`src/design/bwf_pkg.sv`:
```
// Shared types, codes, microprogram and arithmetic helpers of the washout filter.
package bwf_pkg;

    localparam int MAX_SLICES_DEF = 31;
    localparam int FRAC_BITS_DEF  = 16;

    // Configuration register indexes
    localparam logic [2:0] REG_GAIN        = 3'd0;
    localparam logic [2:0] REG_INV_DEN     = 3'd1;
    localparam logic [2:0] REG_STORE       = 3'd2;
    localparam logic [2:0] REG_STEP_MODE   = 3'd3;
    localparam logic [2:0] REG_SLICE_CNT   = 3'd4;
    localparam logic [2:0] REG_SLICE_RECIP = 3'd5;
    localparam logic [2:0] REG_GAIN_EN     = 3'd6;

    // Configuration reset values
    localparam logic [31:0] GAIN_RST        = 32'd66;
    localparam logic [4:0]  SLICE_CNT_RST   = 5'd2;
    localparam logic [16:0] SLICE_RECIP_RST = 17'd32768;

    // Item commands
    localparam logic [1:0] CMD_INIT      = 2'd0;
    localparam logic [1:0] CMD_INTEGRATE = 2'd1;
    localparam logic [1:0] CMD_UPDATE    = 2'd2;

    // Step modes; any other code runs as large step
    localparam logic [1:0] STEP_NORMAL = 2'd0;
    localparam logic [1:0] STEP_SMALL  = 2'd1;

    typedef logic [4:0] upc_t;

    // Microprogram entry points and loop head
    localparam upc_t UPC_INIT   = 5'd0;
    localparam upc_t UPC_CLEAR  = 5'd4;
    localparam upc_t UPC_NORMAL = 5'd5;
    localparam upc_t UPC_LARGE  = 5'd9;
    localparam upc_t UPC_UPDATE = 5'd11;
    localparam upc_t UPC_SMALL  = 5'd15;
    localparam upc_t UPC_SLICE  = 5'd18;
    localparam upc_t UPC_NOP    = 5'd24;

    typedef enum logic [1:0] {COEF_A, COEF_C, COEF_D, COEF_R} coef_sel_t;
    typedef enum logic [2:0] {VAL_X, VAL_XI, VAL_S, VAL_T, VAL_DIFF} val_sel_t;
    typedef enum logic [1:0] {ALU_A_Z, ALU_A_ZW, ALU_A_AX, ALU_A_PV} alu_a_sel_t;
    typedef enum logic {ALU_B_PV, ALU_B_S} alu_b_sel_t;
    typedef enum logic [1:0] {S_KEEP, S_PV, S_ZERO} s_op_t;
    typedef enum logic [1:0] {Y_KEEP, Y_ALU, Y_ZERO} y_op_t;
    typedef enum logic [1:0] {Z_KEEP, Z_ALU, Z_ZERO} z_op_t;
    typedef enum logic [1:0] {ZW_KEEP, ZW_LOAD, ZW_ALU} zw_op_t;
    typedef enum logic [1:0] {XI_KEEP, XI_LOAD, XI_ADV} xi_op_t;
    typedef enum logic [1:0] {SEQ_NEXT, SEQ_DONE, SEQ_LOOP} seq_op_t;
    typedef enum logic {SQ_IDLE, SQ_RUN} seq_state_t;

    typedef struct packed {
        coef_sel_t  coef;
        val_sel_t   val;
        logic       mul_en;
        alu_a_sel_t alu_a;
        alu_b_sel_t alu_b;
        logic       alu_sub;
        s_op_t      s_op;
        y_op_t      y_op;
        z_op_t      z_op;
        zw_op_t     zw_op;
        xi_op_t     xi_op;
        logic       ax_wr;
        logic       t_wr;
        logic       step_wr;
        logic       x0_wr;
        logic       cnt_load;
        seq_op_t    seq;
        upc_t       target;
    } uword_t;

    // Control store: one word per step
    function automatic uword_t ucode(input upc_t pc);
        uword_t w;
        w = '0;
        case (pc)
            // initialize: s = a*x, z = a*x - c*s, y = 0
            5'd0:  begin w.mul_en = 1'b1; w.coef = COEF_A; w.val = VAL_X; end
            5'd1:  begin w.ax_wr = 1'b1; w.s_op = S_PV; end
            5'd2:  begin w.mul_en = 1'b1; w.coef = COEF_C; w.val = VAL_S; end
            5'd3:
            begin
                w.alu_a = ALU_A_AX; w.alu_b = ALU_B_PV; w.alu_sub = 1'b1;
                w.z_op = Z_ALU; w.y_op = Y_ZERO; w.x0_wr = 1'b1; w.seq = SEQ_DONE;
            end
            // initialize with gain off
            5'd4:
            begin
                w.s_op = S_ZERO; w.z_op = Z_ZERO; w.y_op = Y_ZERO;
                w.x0_wr = 1'b1; w.seq = SEQ_DONE;
            end
            // normal integrate
            5'd5:  begin w.mul_en = 1'b1; w.coef = COEF_A; w.val = VAL_X; end
            5'd6:
            begin
                w.ax_wr = 1'b1; w.alu_a = ALU_A_Z; w.alu_b = ALU_B_PV; w.t_wr = 1'b1;
            end
            5'd7:  begin w.mul_en = 1'b1; w.coef = COEF_D; w.val = VAL_T; end
            5'd8:
            begin
                w.s_op = S_PV; w.alu_a = ALU_A_AX; w.alu_b = ALU_B_PV; w.alu_sub = 1'b1;
                w.y_op = Y_ALU; w.seq = SEQ_DONE;
            end
            // large integrate
            5'd9:  begin w.mul_en = 1'b1; w.coef = COEF_A; w.val = VAL_X; end
            5'd10: begin w.s_op = S_PV; w.y_op = Y_ZERO; w.seq = SEQ_DONE; end
            // update
            5'd11: begin w.mul_en = 1'b1; w.coef = COEF_A; w.val = VAL_X; end
            5'd12:
            begin
                w.ax_wr = 1'b1; w.alu_a = ALU_A_PV; w.alu_b = ALU_B_S; w.alu_sub = 1'b1;
                w.y_op = Y_ALU;
            end
            5'd13: begin w.mul_en = 1'b1; w.coef = COEF_C; w.val = VAL_S; end
            5'd14:
            begin
                w.alu_a = ALU_A_AX; w.alu_b = ALU_B_PV; w.alu_sub = 1'b1;
                w.z_op = Z_ALU; w.x0_wr = 1'b1; w.seq = SEQ_DONE;
            end
            // small integrate: prologue
            5'd15:
            begin
                w.mul_en = 1'b1; w.coef = COEF_R; w.val = VAL_DIFF;
                w.xi_op = XI_LOAD; w.zw_op = ZW_LOAD; w.cnt_load = 1'b1;
            end
            5'd16: begin w.step_wr = 1'b1; end
            5'd17: begin w.xi_op = XI_ADV; end
            // small integrate: one slice per pass
            5'd18: begin w.mul_en = 1'b1; w.coef = COEF_A; w.val = VAL_XI; end
            5'd19:
            begin
                w.ax_wr = 1'b1; w.alu_a = ALU_A_ZW; w.alu_b = ALU_B_PV; w.t_wr = 1'b1;
            end
            5'd20: begin w.mul_en = 1'b1; w.coef = COEF_D; w.val = VAL_T; end
            5'd21:
            begin
                w.s_op = S_PV; w.alu_a = ALU_A_AX; w.alu_b = ALU_B_PV; w.alu_sub = 1'b1;
                w.y_op = Y_ALU;
            end
            5'd22: begin w.mul_en = 1'b1; w.coef = COEF_C; w.val = VAL_S; end
            5'd23:
            begin
                w.alu_a = ALU_A_AX; w.alu_b = ALU_B_PV; w.alu_sub = 1'b1;
                w.zw_op = ZW_ALU; w.xi_op = XI_ADV; w.seq = SEQ_LOOP; w.target = UPC_SLICE;
            end
            default: begin w.seq = SEQ_DONE; end
        endcase
        return w;
    endfunction

    // Saturating 32-bit add or subtract
    function automatic logic signed [31:0] sat_add(
        input logic signed [31:0] a,
        input logic signed [31:0] b,
        input logic               sub
    );
        logic signed [32:0] r;
        r = sub ? (33'(a) - 33'(b)) : (33'(a) + 33'(b));
        if (r[32] != r[31])
            return r[32] ? 32'sh80000000 : 32'sh7fffffff;
        return r[31:0];
    endfunction

endpackage

```
`src/design/bwf_sequencer.sv`:
```
// Microcode sequencer: step counter, control store, slice counter and dispatch.
module bwf_sequencer
    import bwf_pkg::*;
#(
    parameter int MAX_SLICES = MAX_SLICES_DEF
)
(
    input  logic       clk,
    input  logic       rst_n,
    input  logic       in_valid,
    output logic       in_ready,
    input  logic [1:0] mode,
    input  logic       gain_enabled,
    input  logic [1:0] step_mode,
    input  logic [4:0] slice_count,
    input  logic       slot_free,
    output uword_t     uw,
    output logic       go,
    output logic       finish
);

    localparam int CNT_W = $clog2(MAX_SLICES + 1);

    seq_state_t       state_reg, state_next;
    upc_t             pc_reg, pc_next;
    logic [CNT_W-1:0] cnt_reg, cnt_next;
    logic [CNT_W-1:0] slice_n;
    upc_t             entry;
    logic             last;

    always_comb
    begin
        if (slice_count == 5'd0)
            slice_n = CNT_W'(1);
        else if (32'(slice_count) > 32'(MAX_SLICES))
            slice_n = CNT_W'(MAX_SLICES);
        else
            slice_n = CNT_W'(slice_count);
    end

    always_comb
    begin
        case (mode)
            CMD_INIT:      entry = gain_enabled ? UPC_INIT : UPC_CLEAR;
            CMD_INTEGRATE:
            begin
                if (!gain_enabled)
                    entry = UPC_NOP;
                else if (step_mode == STEP_SMALL)
                    entry = UPC_SMALL;
                else if (step_mode == STEP_NORMAL)
                    entry = UPC_NORMAL;
                else
                    entry = UPC_LARGE;
            end
            CMD_UPDATE:    entry = gain_enabled ? UPC_UPDATE : UPC_NOP;
            default:       entry = UPC_NOP;
        endcase
    end

    always_ff @(posedge clk or negedge rst_n)
    begin
        if (!rst_n)
        begin
            state_reg <= SQ_IDLE;
            pc_reg    <= UPC_NOP;
            cnt_reg   <= '0;
        end
        else
        begin
            state_reg <= state_next;
            pc_reg    <= pc_next;
            cnt_reg   <= cnt_next;
        end
    end

    always_comb
    begin
        uw       = ucode(pc_reg);
        last     = (uw.seq == SEQ_DONE) ||
                   ((uw.seq == SEQ_LOOP) && (cnt_reg <= CNT_W'(1)));
        in_ready = (state_reg == SQ_IDLE);
        // hold on the final step until the output register is free
        go       = (state_reg == SQ_RUN) && (!last || slot_free);
        finish   = go && last;

        state_next = state_reg;
        pc_next    = pc_reg;
        cnt_next   = cnt_reg;

        case (state_reg)
            SQ_IDLE:
            begin
                if (in_valid)
                begin
                    state_next = SQ_RUN;
                    pc_next    = entry;
                end
            end
            SQ_RUN:
            begin
                if (go)
                begin
                    if (last)
                        state_next = SQ_IDLE;
                    else if (uw.seq == SEQ_LOOP)
                        pc_next = uw.target;
                    else
                        pc_next = pc_reg + upc_t'(1);

                    if (uw.cnt_load)
                        cnt_next = slice_n;
                    else if (uw.seq == SEQ_LOOP && !last)
                        cnt_next = cnt_reg - CNT_W'(1);
                end
            end
            default: state_next = SQ_IDLE;
        endcase
    end

endmodule

```
`src/design/bilinear_washout_filter.sv`:
```
// Washout filter top level: configuration registers, datapath and output register.
// Each item is taken while the sequencer is idle and then run by a short
// microprogram on a datapath with one shared 33x33 multiplier whose product is
// registered before use, so a dependent step waits for that registered product.
// The microprograms are initialize (a clear with gain off), update, normal
// integrate, large integrate, and small integrate, which loops once per slice.
// Gain-off integrate/update and unused commands run only the no-op word. The next
// item is taken as soon as the previous one finishes, even while its result still
// waits in the output register; the final step of a following item holds until that
// register is free. Configuration writes take effect at once and belong to idle time.
module bilinear_washout_filter
    import bwf_pkg::*;
#(
    parameter int MAX_SLICES = MAX_SLICES_DEF,
    parameter int FRAC_BITS  = FRAC_BITS_DEF
)
(
    input  logic               clk,
    input  logic               rst_n,
    input  logic               cfg_we,
    input  logic [2:0]         cfg_addr,
    input  logic [31:0]        cfg_data,
    input  logic               in_valid,
    output logic               in_ready,
    input  logic [1:0]         mode,
    input  logic signed [31:0] sample,
    output logic               out_valid,
    input  logic               out_ready,
    output logic signed [31:0] output_y,
    output logic signed [31:0] state_s
);

    localparam int PROD_W = 66;

    // configuration
    logic signed [31:0] gain_reg, inv_den_reg, store_reg;
    logic [1:0]         step_mode_reg;
    logic [4:0]         slice_cnt_reg;
    logic [16:0]        recip_reg;
    logic               gain_en_reg;

    // datapath
    logic signed [31:0] x_reg;
    logic signed [31:0] s_reg, s_next, z_reg, z_next, x0_reg, x0_next, y_reg, y_next;
    logic signed [31:0] ax_reg, ax_next, t_reg, t_next, zw_reg, zw_next;
    logic signed [31:0] xi_reg, xi_next, step_reg, step_next;
    logic signed [PROD_W-1:0] prod_reg, prod_next;
    logic signed [31:0] out_y_reg, out_s_reg;
    logic               out_valid_reg;

    logic signed [PROD_W-1:0] prod_sh;
    logic signed [31:0] pv, alu_a, alu_b, alu;
    logic signed [32:0] coef_op, val_op, diff;
    logic               small_step, slot_free, go, finish;
    uword_t             uw;

    assign small_step = (step_mode_reg == STEP_SMALL);
    assign slot_free  = !out_valid_reg || out_ready;

    bwf_sequencer #(
        .MAX_SLICES(MAX_SLICES)
    ) u_seq (
        .clk          (clk),
        .rst_n        (rst_n),
        .in_valid     (in_valid),
        .in_ready     (in_ready),
        .mode         (mode),
        .gain_enabled (gain_en_reg),
        .step_mode    (step_mode_reg),
        .slice_count  (slice_cnt_reg),
        .slot_free    (slot_free),
        .uw           (uw),
        .go           (go),
        .finish       (finish)
    );

    always_ff @(posedge clk or negedge rst_n)
    begin
        if (!rst_n)
        begin
            gain_reg      <= GAIN_RST;
            inv_den_reg   <= '0;
            store_reg     <= '0;
            step_mode_reg <= STEP_NORMAL;
            slice_cnt_reg <= SLICE_CNT_RST;
            recip_reg     <= SLICE_RECIP_RST;
            gain_en_reg   <= 1'b1;
        end
        else if (cfg_we)
        begin
            case (cfg_addr)
                REG_GAIN:        gain_reg      <= cfg_data;
                REG_INV_DEN:     inv_den_reg   <= cfg_data;
                REG_STORE:       store_reg     <= cfg_data;
                REG_STEP_MODE:   step_mode_reg <= cfg_data[1:0];
                REG_SLICE_CNT:   slice_cnt_reg <= cfg_data[4:0];
                REG_SLICE_RECIP: recip_reg     <= cfg_data[16:0];
                REG_GAIN_EN:     gain_en_reg   <= cfg_data[0];
                default:         ;
            endcase
        end
    end

    // Floor-shift the registered product and saturate it to 32 bits
    always_comb
    begin
        prod_sh = prod_reg >>> FRAC_BITS;
        if (prod_sh[PROD_W-1:31] != {(PROD_W-31){prod_sh[PROD_W-1]}})
            pv = prod_sh[PROD_W-1] ? 32'sh80000000 : 32'sh7fffffff;
        else
            pv = prod_sh[31:0];
    end

    always_comb
    begin
        diff = 33'(x_reg) - 33'(x0_reg);

        case (uw.coef)
            COEF_A:  coef_op = 33'(gain_reg);
            COEF_C:  coef_op = 33'(store_reg);
            COEF_D:  coef_op = 33'(inv_den_reg);
            COEF_R:  coef_op = {16'd0, recip_reg};
            default: coef_op = '0;
        endcase

        case (uw.val)
            VAL_X:    val_op = 33'(x_reg);
            VAL_XI:   val_op = 33'(xi_reg);
            VAL_S:    val_op = 33'(s_reg);
            VAL_T:    val_op = 33'(t_reg);
            VAL_DIFF: val_op = diff;
            default:  val_op = '0;
        endcase

        case (uw.alu_a)
            ALU_A_Z:  alu_a = z_reg;
            ALU_A_ZW: alu_a = zw_reg;
            ALU_A_AX: alu_a = ax_reg;
            ALU_A_PV: alu_a = pv;
            default:  alu_a = '0;
        endcase

        alu_b = (uw.alu_b == ALU_B_S) ? s_reg : pv;
        alu   = sat_add(alu_a, alu_b, uw.alu_sub);
    end

    // Next values; every write waits for the step to advance
    always_comb
    begin
        prod_next = prod_reg;
        s_next    = s_reg;
        z_next    = z_reg;
        y_next    = y_reg;
        x0_next   = x0_reg;
        ax_next   = ax_reg;
        t_next    = t_reg;
        zw_next   = zw_reg;
        xi_next   = xi_reg;
        step_next = step_reg;

        if (go)
        begin
            if (uw.mul_en)
                prod_next = coef_op * val_op;

            case (uw.s_op)
                S_PV:    s_next = pv;
                S_ZERO:  s_next = '0;
                default: s_next = s_reg;
            endcase

            case (uw.y_op)
                Y_ALU:   y_next = alu;
                Y_ZERO:  y_next = '0;
                default: y_next = y_reg;
            endcase

            case (uw.z_op)
                Z_ALU:   z_next = alu;
                Z_ZERO:  z_next = '0;
                default: z_next = z_reg;
            endcase

            case (uw.zw_op)
                ZW_LOAD: zw_next = z_reg;
                ZW_ALU:  zw_next = alu;
                default: zw_next = zw_reg;
            endcase

            case (uw.xi_op)
                XI_LOAD: xi_next = x0_reg;
                XI_ADV:  xi_next = sat_add(xi_reg, step_reg, 1'b0);
                default: xi_next = xi_reg;
            endcase

            if (uw.ax_wr)
                ax_next = pv;
            if (uw.t_wr)
                t_next = alu;
            if (uw.step_wr)
                step_next = pv;
            if (uw.x0_wr && small_step)
                x0_next = x_reg;
        end
    end

    always_ff @(posedge clk or negedge rst_n)
    begin
        if (!rst_n)
        begin
            s_reg         <= '0;
            z_reg         <= '0;
            y_reg         <= '0;
            x0_reg        <= '0;
            out_valid_reg <= 1'b0;
        end
        else
        begin
            s_reg  <= s_next;
            z_reg  <= z_next;
            y_reg  <= y_next;
            x0_reg <= x0_next;
            if (finish)
                out_valid_reg <= 1'b1;
            else if (out_ready)
                out_valid_reg <= 1'b0;
        end
    end

    always_ff @(posedge clk)
    begin
        prod_reg <= prod_next;
        ax_reg   <= ax_next;
        t_reg    <= t_next;
        zw_reg   <= zw_next;
        xi_reg   <= xi_next;
        step_reg <= step_next;
        if (in_valid && in_ready)
            x_reg <= sample;
        if (finish)
        begin
            out_y_reg <= y_next;
            out_s_reg <= s_next;
        end
    end

    assign out_valid = out_valid_reg;
    assign output_y  = out_y_reg;
    assign state_s   = out_s_reg;

endmodule

```
`config.mk`:
```
export PLATFORM = sky130hd
export DESIGN_NAME = bilinear_washout_filter
export DESIGN_NICKNAME = d
export VERILOG_FILES = /design/src/design/bwf_pkg.sv /design/src/design/bwf_sequencer.sv /design/src/design/bilinear_washout_filter.sv
export SDC_FILE = /design/constraint.sdc
export NUM_CORES = 2
export LEC_CHECK = 0
export BUFFER_PORTS_ARGS = -buffer_cell sky130_fd_sc_hd__buf_4
export CELL_PAD_IN_SITES_DETAIL_PLACEMENT = 1
export CELL_PAD_IN_SITES_GLOBAL_PLACEMENT = 2
export CORE_MARGIN = 2
export CORE_UTILIZATION = 39
export CTS_CLUSTER_DIAMETER = 150
export CTS_CLUSTER_SIZE = 24
export DETAILED_ROUTE_END_ITERATION = 6
export PLACE_DENSITY_LB_ADDON = 0.1
export SLEW_MARGIN = 20
export SYNTH_ARGS = -nofsm -noshare
export SYNTH_HDL_FRONTEND = slang
export SYNTH_SLANG_ARGS = --single-unit
export TNS_END_PERCENT = 10
```
`constraint.sdc`:
```
create_clock -name clk -period 11.24 [get_ports clk]
set_input_delay 1.686 -clock clk [delete_from_list [all_inputs] [get_ports clk]]
set_output_delay 1.686 -clock clk [all_outputs]
set_load 0.005 [all_outputs]
```
-- After elaboration in Yosys (flattened, before gate mapping)
Index checks and enable logic that the tools add are counted.
- add/subtract/negate cells: 6
- multipliers: 1
- $lt $le $gt $ge: 1
- eq/ne operators: 60
- mux-type cells: 59
- bitwise logic cells: 1
- reductions and logical operators: 55
- operators with widths (cell ; number):
    32-bit 2-to-1 mux ; 11
    32-bit one-hot mux with 2 select lines ; 5
    33-bit one-hot mux with 5 select lines ; 1
    33-bit one-hot mux with 4 select lines ; 1
    32-bit one-hot mux with 4 select lines ; 1
    32-bit by 32-bit adder with 33-bit output ; 2
    33-bit by 33-bit multiplier with 66-bit output ; 1
    32-bit by 32-bit subtractor with 33-bit output ; 2
    5-bit 2-to-1 mux ; 11
    5-bit by 4-bit equality test with 1-bit output, second input constant ; 8
    5-bit equality test, second input constant ; 8
    33-bit 2-to-1 mux ; 1
    6-bit one-hot mux with 5 select lines ; 1
    2-bit AND reduction ; 15
    2-bit one-hot mux with 2 select lines ; 6
    2-bit equality test, second input constant ; 11
    2-bit by 1-bit equality test with 1-bit output, second input constant ; 10
    5-bit by 3-bit equality test with 1-bit output, second input constant ; 4
    18-bit != test ; 1
    18-bit OR reduction ; 1
    1-bit 2-to-1 mux ; 15
    5-bit one-hot mux with 3 select lines ; 1
    3-bit by 2-bit equality test with 1-bit output, second input constant ; 4
    3-bit equality test, second input constant ; 4
    other kinds (27) ; 58
- flip-flop bits (word level): 583
- input bits: 74
- output and inout port bits: 66
- logic and storage cells: 207

-- Depth between registers and ports, before layout
- depth after elaboration: 12
- mapped depth: 45
- mapped depth without buffers: 43

-- By module
From an unflattened synthesis, not the netlist that was laid out.
- cell total of the unflattened synthesis: 6564
- area, all modules: 66592.6 um^2
- modules (own cells, without submodules) (module ; instances ; cells an instance ; area each (um^2) ; seq. area each (um^2)):
    bilinear_washout_filter ; 1 ; 6381 ; 65156.2 ; 15451.1
    bwf_sequencer ; 1 ; 183 ; 1436.4 ; 277.8

-- Worst setup path before layout
Ideal clock, no wire load.
- path kind: register to register
- from: register u_seq.pc_reg[4]
- to: register prod_reg[56] (data pin)
- library setup time: 0.264 ns
- arrival time: 10.440 ns
- data required time: 10.976 ns
- path slack: 0.537 ns
- cell stages (with the launch flop): 40
- buffers on the path: 9
- clock period less this slack: 10.703 ns
- path through: dfstp_2 > buf_2 > buf_2 > buf_1 > inv_1 > ha_1 > clkbuf_1 > nor3_1 > clkbuf_1 > clkbuf_1 > buf_1 > a21o_1 > clkbuf_1 > nand2_1 > fa_1 > inv_1 > fa_1 > fa_1 > [4 not listed] > fa_1 > fa_1 > inv_1 > fa_1 > inv_1 > ha_1 > clkbuf_1 > nand4_1 > nor3_1 > nand3_1 > or4_1 > o21ai_1 > nand2_1 > a31oi_1 > nand4_1 > a41oi_1 > a221oi_1 > xnor2_1
- word-level cells in the longest chain between the ends: 6
- elaborated cells on any way between the ends: 27
- those cells by class: 1 x mul; 17 x eq/ne; 3 x mux; 6 x reduce/logical
- ends and longest elaborated chain (what ; line ; source):
    from (decl) ; bwf_sequencer.sv:25 ; upc_t pc_reg, pc_next;
    from (signal assigned) ; bwf_sequencer.sv:72 ; pc_reg <= pc_next;
    5-bit by 3-bit equality test with 1-bit output, or another cell as far along ; bwf_pkg.sv:79 ; case (pc)
    4-bit OR reduction (no source line), or another cell as far along ; -- ;
    6-bit one-hot mux with 5 select lines (*) ; bwf_pkg.sv:79 ;
    3-bit equality test, or another cell as far along ; bilinear_washout_filter.sv:126 ; case (uw.val)
    33-bit one-hot mux with 5 select lines or 33-bit one-hot mux with 4 select lines (tied branches) ; bilinear_washout_filter.sv:126, bilinear_washout_filter.sv:118 ;
    33-bit by 33-bit multiplier with 66-bit output (*) ; bilinear_washout_filter.sv:164 ; prod_next = coef_op * val_op;
    to (signal assigned) ; bilinear_washout_filter.sv:232 ; prod_reg <= prod_next;
    to (decl) ; bilinear_washout_filter.sv:47 ; logic signed [PROD_W-1:0] prod_reg, prod_next;
Every way passes the cells marked *; elsewhere a longest branch is shown, timed or not.
A chain may end at the register's enable or synchronous reset.

-- Worst setup path in the final report
- from: register x_reg[0]
- to: register prod_reg[65] (data pin)
- word-level cells in the longest chain between the ends: 3
- ends and longest elaborated chain (what ; line ; source):
    from (decl) ; bilinear_washout_filter.sv:43 ; logic signed [31:0] x_reg;
    from (signal assigned) ; bilinear_washout_filter.sv:239 ; x_reg <= sample;
    32-bit by 32-bit subtractor with 33-bit output ; bilinear_washout_filter.sv:116 ; diff = 33'(x_reg) - 33'(x0_reg);
    33-bit one-hot mux with 5 select lines (*) ; bilinear_washout_filter.sv:126 ;
    33-bit by 33-bit multiplier with 66-bit output (*) ; bilinear_washout_filter.sv:164 ;
Marked as above.

==> flow_metrics.py <==
metrics = {
    "place": {
        "port_buffers": 139,
        "gp_congestion": 0.9439,
        "dp_hpwl_um": 216100,
        "dpl_worst_slack_ns": -0.1909,
    },
    "worst_setup_path": {
        "path_common_cell": "fa_1",
        "critPathLaunch": "x_reg[0]",
        "crit_path_end": "prod_reg[65]",
        "r2r_cells": 39,
        "rr_endpoint": "prod_reg[65]",
        "worst_path_max_delay_cell": "fa_1",
        "slowest_delay_ns": 0.60,
        "cp.required_ns": 11.70,
        "regToRegSetupSlack_ns": 0.49,
        "critical_path_arrival_ns": 11.20,
        "path_max_fanout": 26,
        "crit_type": "flip-flop to flip-flop",
        "r2r-start": "x_reg[0]",
        "endpoint_kind": "flip-flop",
        "cp-start-kind": "flip-flop",
    },
    "sta": {
        "min_period_ns": 10.75,
        "fmax_ghz": 0.09306,
        "fin_ws_ns": 0.4941,
        "worst_clock_skew_ns": 0.05917,
        "slew_headroom_pct": 31.27,
        "slew_violations": 0,
        "finalHoldViolCount": 0,
        "fin_crit_sh_pct": 95.60,
        "setup_viol": 0,
        "rsz0062_at_grt": "no",
        "worstMarginPinSlew_ns": 1.027,
        "setup_tns_ns": 0,
    },
    "logic_synthesis": {
        "synth_edf_count": 306,
        "syn_inst": 7038,
        "netlist-cell-type-count": 94,
        "yosysWarnings": 0,
        "synth.top_cell.area_share_pct": 33.41,
        "netlist_top_cells_area": "fa_1, edfxtp_1, dfrtp_1",
        "async_reset_ff_share_pct": 46.03,
        "synthFlopType": "edfxtp_1",
        "avgSynthCellArea_sq_um": 9.570,
        "ys_ff_latch": 567,
        "synth_top_area_cell": "fa_1",
        "ys_seq_area_share_pct": 23.35,
        "syn-cell-area_sq_um": 67350,
        "synth_fp_nets": 8557,
    },
    "drt": {
        "drt_iter0_markers": 3301,
        "first_pass_iters": 5,
        "ant_nets": 0,
        "routedWlPerCell_um": 27.74,
        "wl_um": 262400,
        "drc": 0,
        "viasPerCell": 5.395,
        "vias": 51030,
    },
    "finish": {
        "largest_reg_flops": 50,
        "drive_gt1_share_pct": 11.08,
        "syn2layout_area_growth_pct": 9.578,
        "fillers": 19530,
        "seq_area_sq_um": 15730,
        "nNetsFinal": 8645,
        "multi_input_area_sq_um": 46260,
    },
    "clock_network": {
        "cts-root-buf": "clkbuf_16",
        "insertion_delay_ns": 0.72,
        "numCtsBuffers": 28,
        "clkTransAtPathRegs_ns": 0.11,
        "cts.sinks": 567,
        "hold_buffers": 0,
        "clock_path_buffers": 3,
        "cts-htree-levels": 1,
        "cts_tree": "done",
    },
    "flow_run": {
        "max-cap-violations": 0,
    },
    "global_route": {
        "grt_pass1_vias": 55720,
        "track_usage_pct": 30.11,
        "antenna_found_initial": 9,
        "globalRouteOverflowTotal": 0,
        "grt_max_degree": 94,
        "grt_first_pass_wirelength_um": 385300,
    },
    "worst_hold_path": {
        "min_path_type": "flip-flop to flip-flop",
    },
    "run_status": {
        "status": "finished, final reports clean",
    },
    "die": {
        "rows": 152,
        "dieArea_sq_um": 176000,
        "die-height_um": 419.6,
        "initial_utilization_pct": 39.26,
        "io_pins": 140,
        "die_w_um": 419.6,
        "core_sq_um": 171500,
    },
}
-- stage by stage --
| stage | instance area (sq um) | utilization [%] | hold slack, ns | instances |
|---|---|---|---|---|
| after global placement | 72620 | 42.33 | 0.4793 | 9399 |
| final | 73810 | 43.02 | 0.5020 | 9460 |
| after global routing | 73800 | 43.02 | 0.5231 | 9457 |
| after floorplan | 67350 | - | 0.4507 | 7038 |
| after CTS | 73510 | 42.85 | 0.5060 | 9450 |
| after detailed placement | 72620 | 42.33 | 0.4822 | 9399 |
-- critical path: cells and delay by family (launching register included) --
family	cells	cell delay, ns
simple gates	3	0.53
fa+ha+maj	11	4.93
xor+xnor	2	0.23
compound gates	17	3.61
flops	1	0.44
buf+inv	6	0.74
-- what timing repair did --
item / CTS / global route
resized for setup: 6 / 37
setup endpoints to repair: 6 / 21
pin swaps: 0 / 4
setup buffers: 0 / 6
-- cell usage in the layout (no fill, tap or decap), types with 25 or more instances in the layout --
cell type / synthesis / final
o211ai_1: 26 / 26
xnor2_1: 116 / 112
nor3_1: 67 / 58
fa_1: 1124 / 1122
nand4_1: 28 / 28
dfrtp_1: 254 / 254
nor2_1: 502 / 496
xor2_1: 63 / 61
nand2_1: 1115 / 1114
mux2_2: 167 / 167
nand3_1: 86 / 84
a31oi_1: 54 / 49
o21a_1: 29 / 26
o21bai_1: 26 / 26
clkbuf_16: 0 / 29
o21ai_0: 216 / 206
nand2b_1: 40 / 40
buf_4: 1 / 399
a21o_1: 136 / 135
a21oi_1: 240 / 230
inv_1: 1212 / 1211
or2_2: 34 / 34
o22ai_1: 36 / 25
edfxtp_1: 306 / 306
mux2i_1: 32 / 31
a22o_1: 31 / 31
and3_1: 27 / 27
ha_1: 321 / 317
and2_1: 82 / 82
a22oi_1: 36 / 35
-- synthesized netlist by cell type, drive strengths merged, types with 116 or more instances --
| master | instances |
|---|---|
| dfrtp | 254 |
| clkbuf | 331 |
| mux2 | 167 |
| o21ai | 233 |
| ha | 321 |
| nand2 | 1115 |
| inv | 1213 |
| a21oi | 240 |
| a21o | 136 |
| nor2 | 503 |
| fa | 1124 |
| xnor2 | 116 |
| edfxtp | 306 |
-- layer usage --
layer | global-route usage, % | vias to the layer above | share of wire (%)
li1 | - | 22410 | -
met1 | 40.39 | 27080 | 44
met2 | 49.54 | 1233 | 47
met3 | 4.821 | 306 | 5.4
met4 | 10.18 | 8 | 4.1
met5 | 0 | - | 0.021
-- worst min-delay path by stage --
stage	slack, ns	start	depth (start not counted)	to
after floorplan	0.45	y_reg[0]	2	y_reg[0]
after global placement	0.48	y_reg[18]	2	y_reg[18]
after detailed placement	0.48	y_reg[21]	2	y_reg[21]
after CTS	0.51	y_reg[5]	2	y_reg[5]
after global routing	0.52	gain_reg[15]	1	gain_reg[15]
final	0.50	y_reg[5]	2	y_reg[5]
-- layout make-up --
cell class                 count  share of cell area (%)
tap                         2310                   3.916
sequential                   567                   21.31
multi-input combinational   4890                   62.67
clock buffer                  48                   1.093
clock inverter                 3                 0.07968
timing repair buffer         425                   4.737
antenna                        3                 0.01017
inverter                    1214                   6.179
-- cell families (layout without fill, tap and decap cells) --
family | after synthesis | in the layout | synth area share, %
muxes | 200 | 200 | 3.288
other | 0 | 3 | 0
DFF | 567 | 567 | 23.35
and+or+nand+nor | 2055 | 2055 | 12.97
adders and majority gates | 1471 | 1471 | 39.78
xor gates and xnor gates | 179 | 179 | 2.328
AOI/OAI and AO/OA | 985 | 985 | 9.387
buffers and inverters | 1581 | 1690 | 8.889
Power is left out: the tool's default activity adds up to more than one toggle a clock period on the data nets, which glitch-free logic cannot reach.
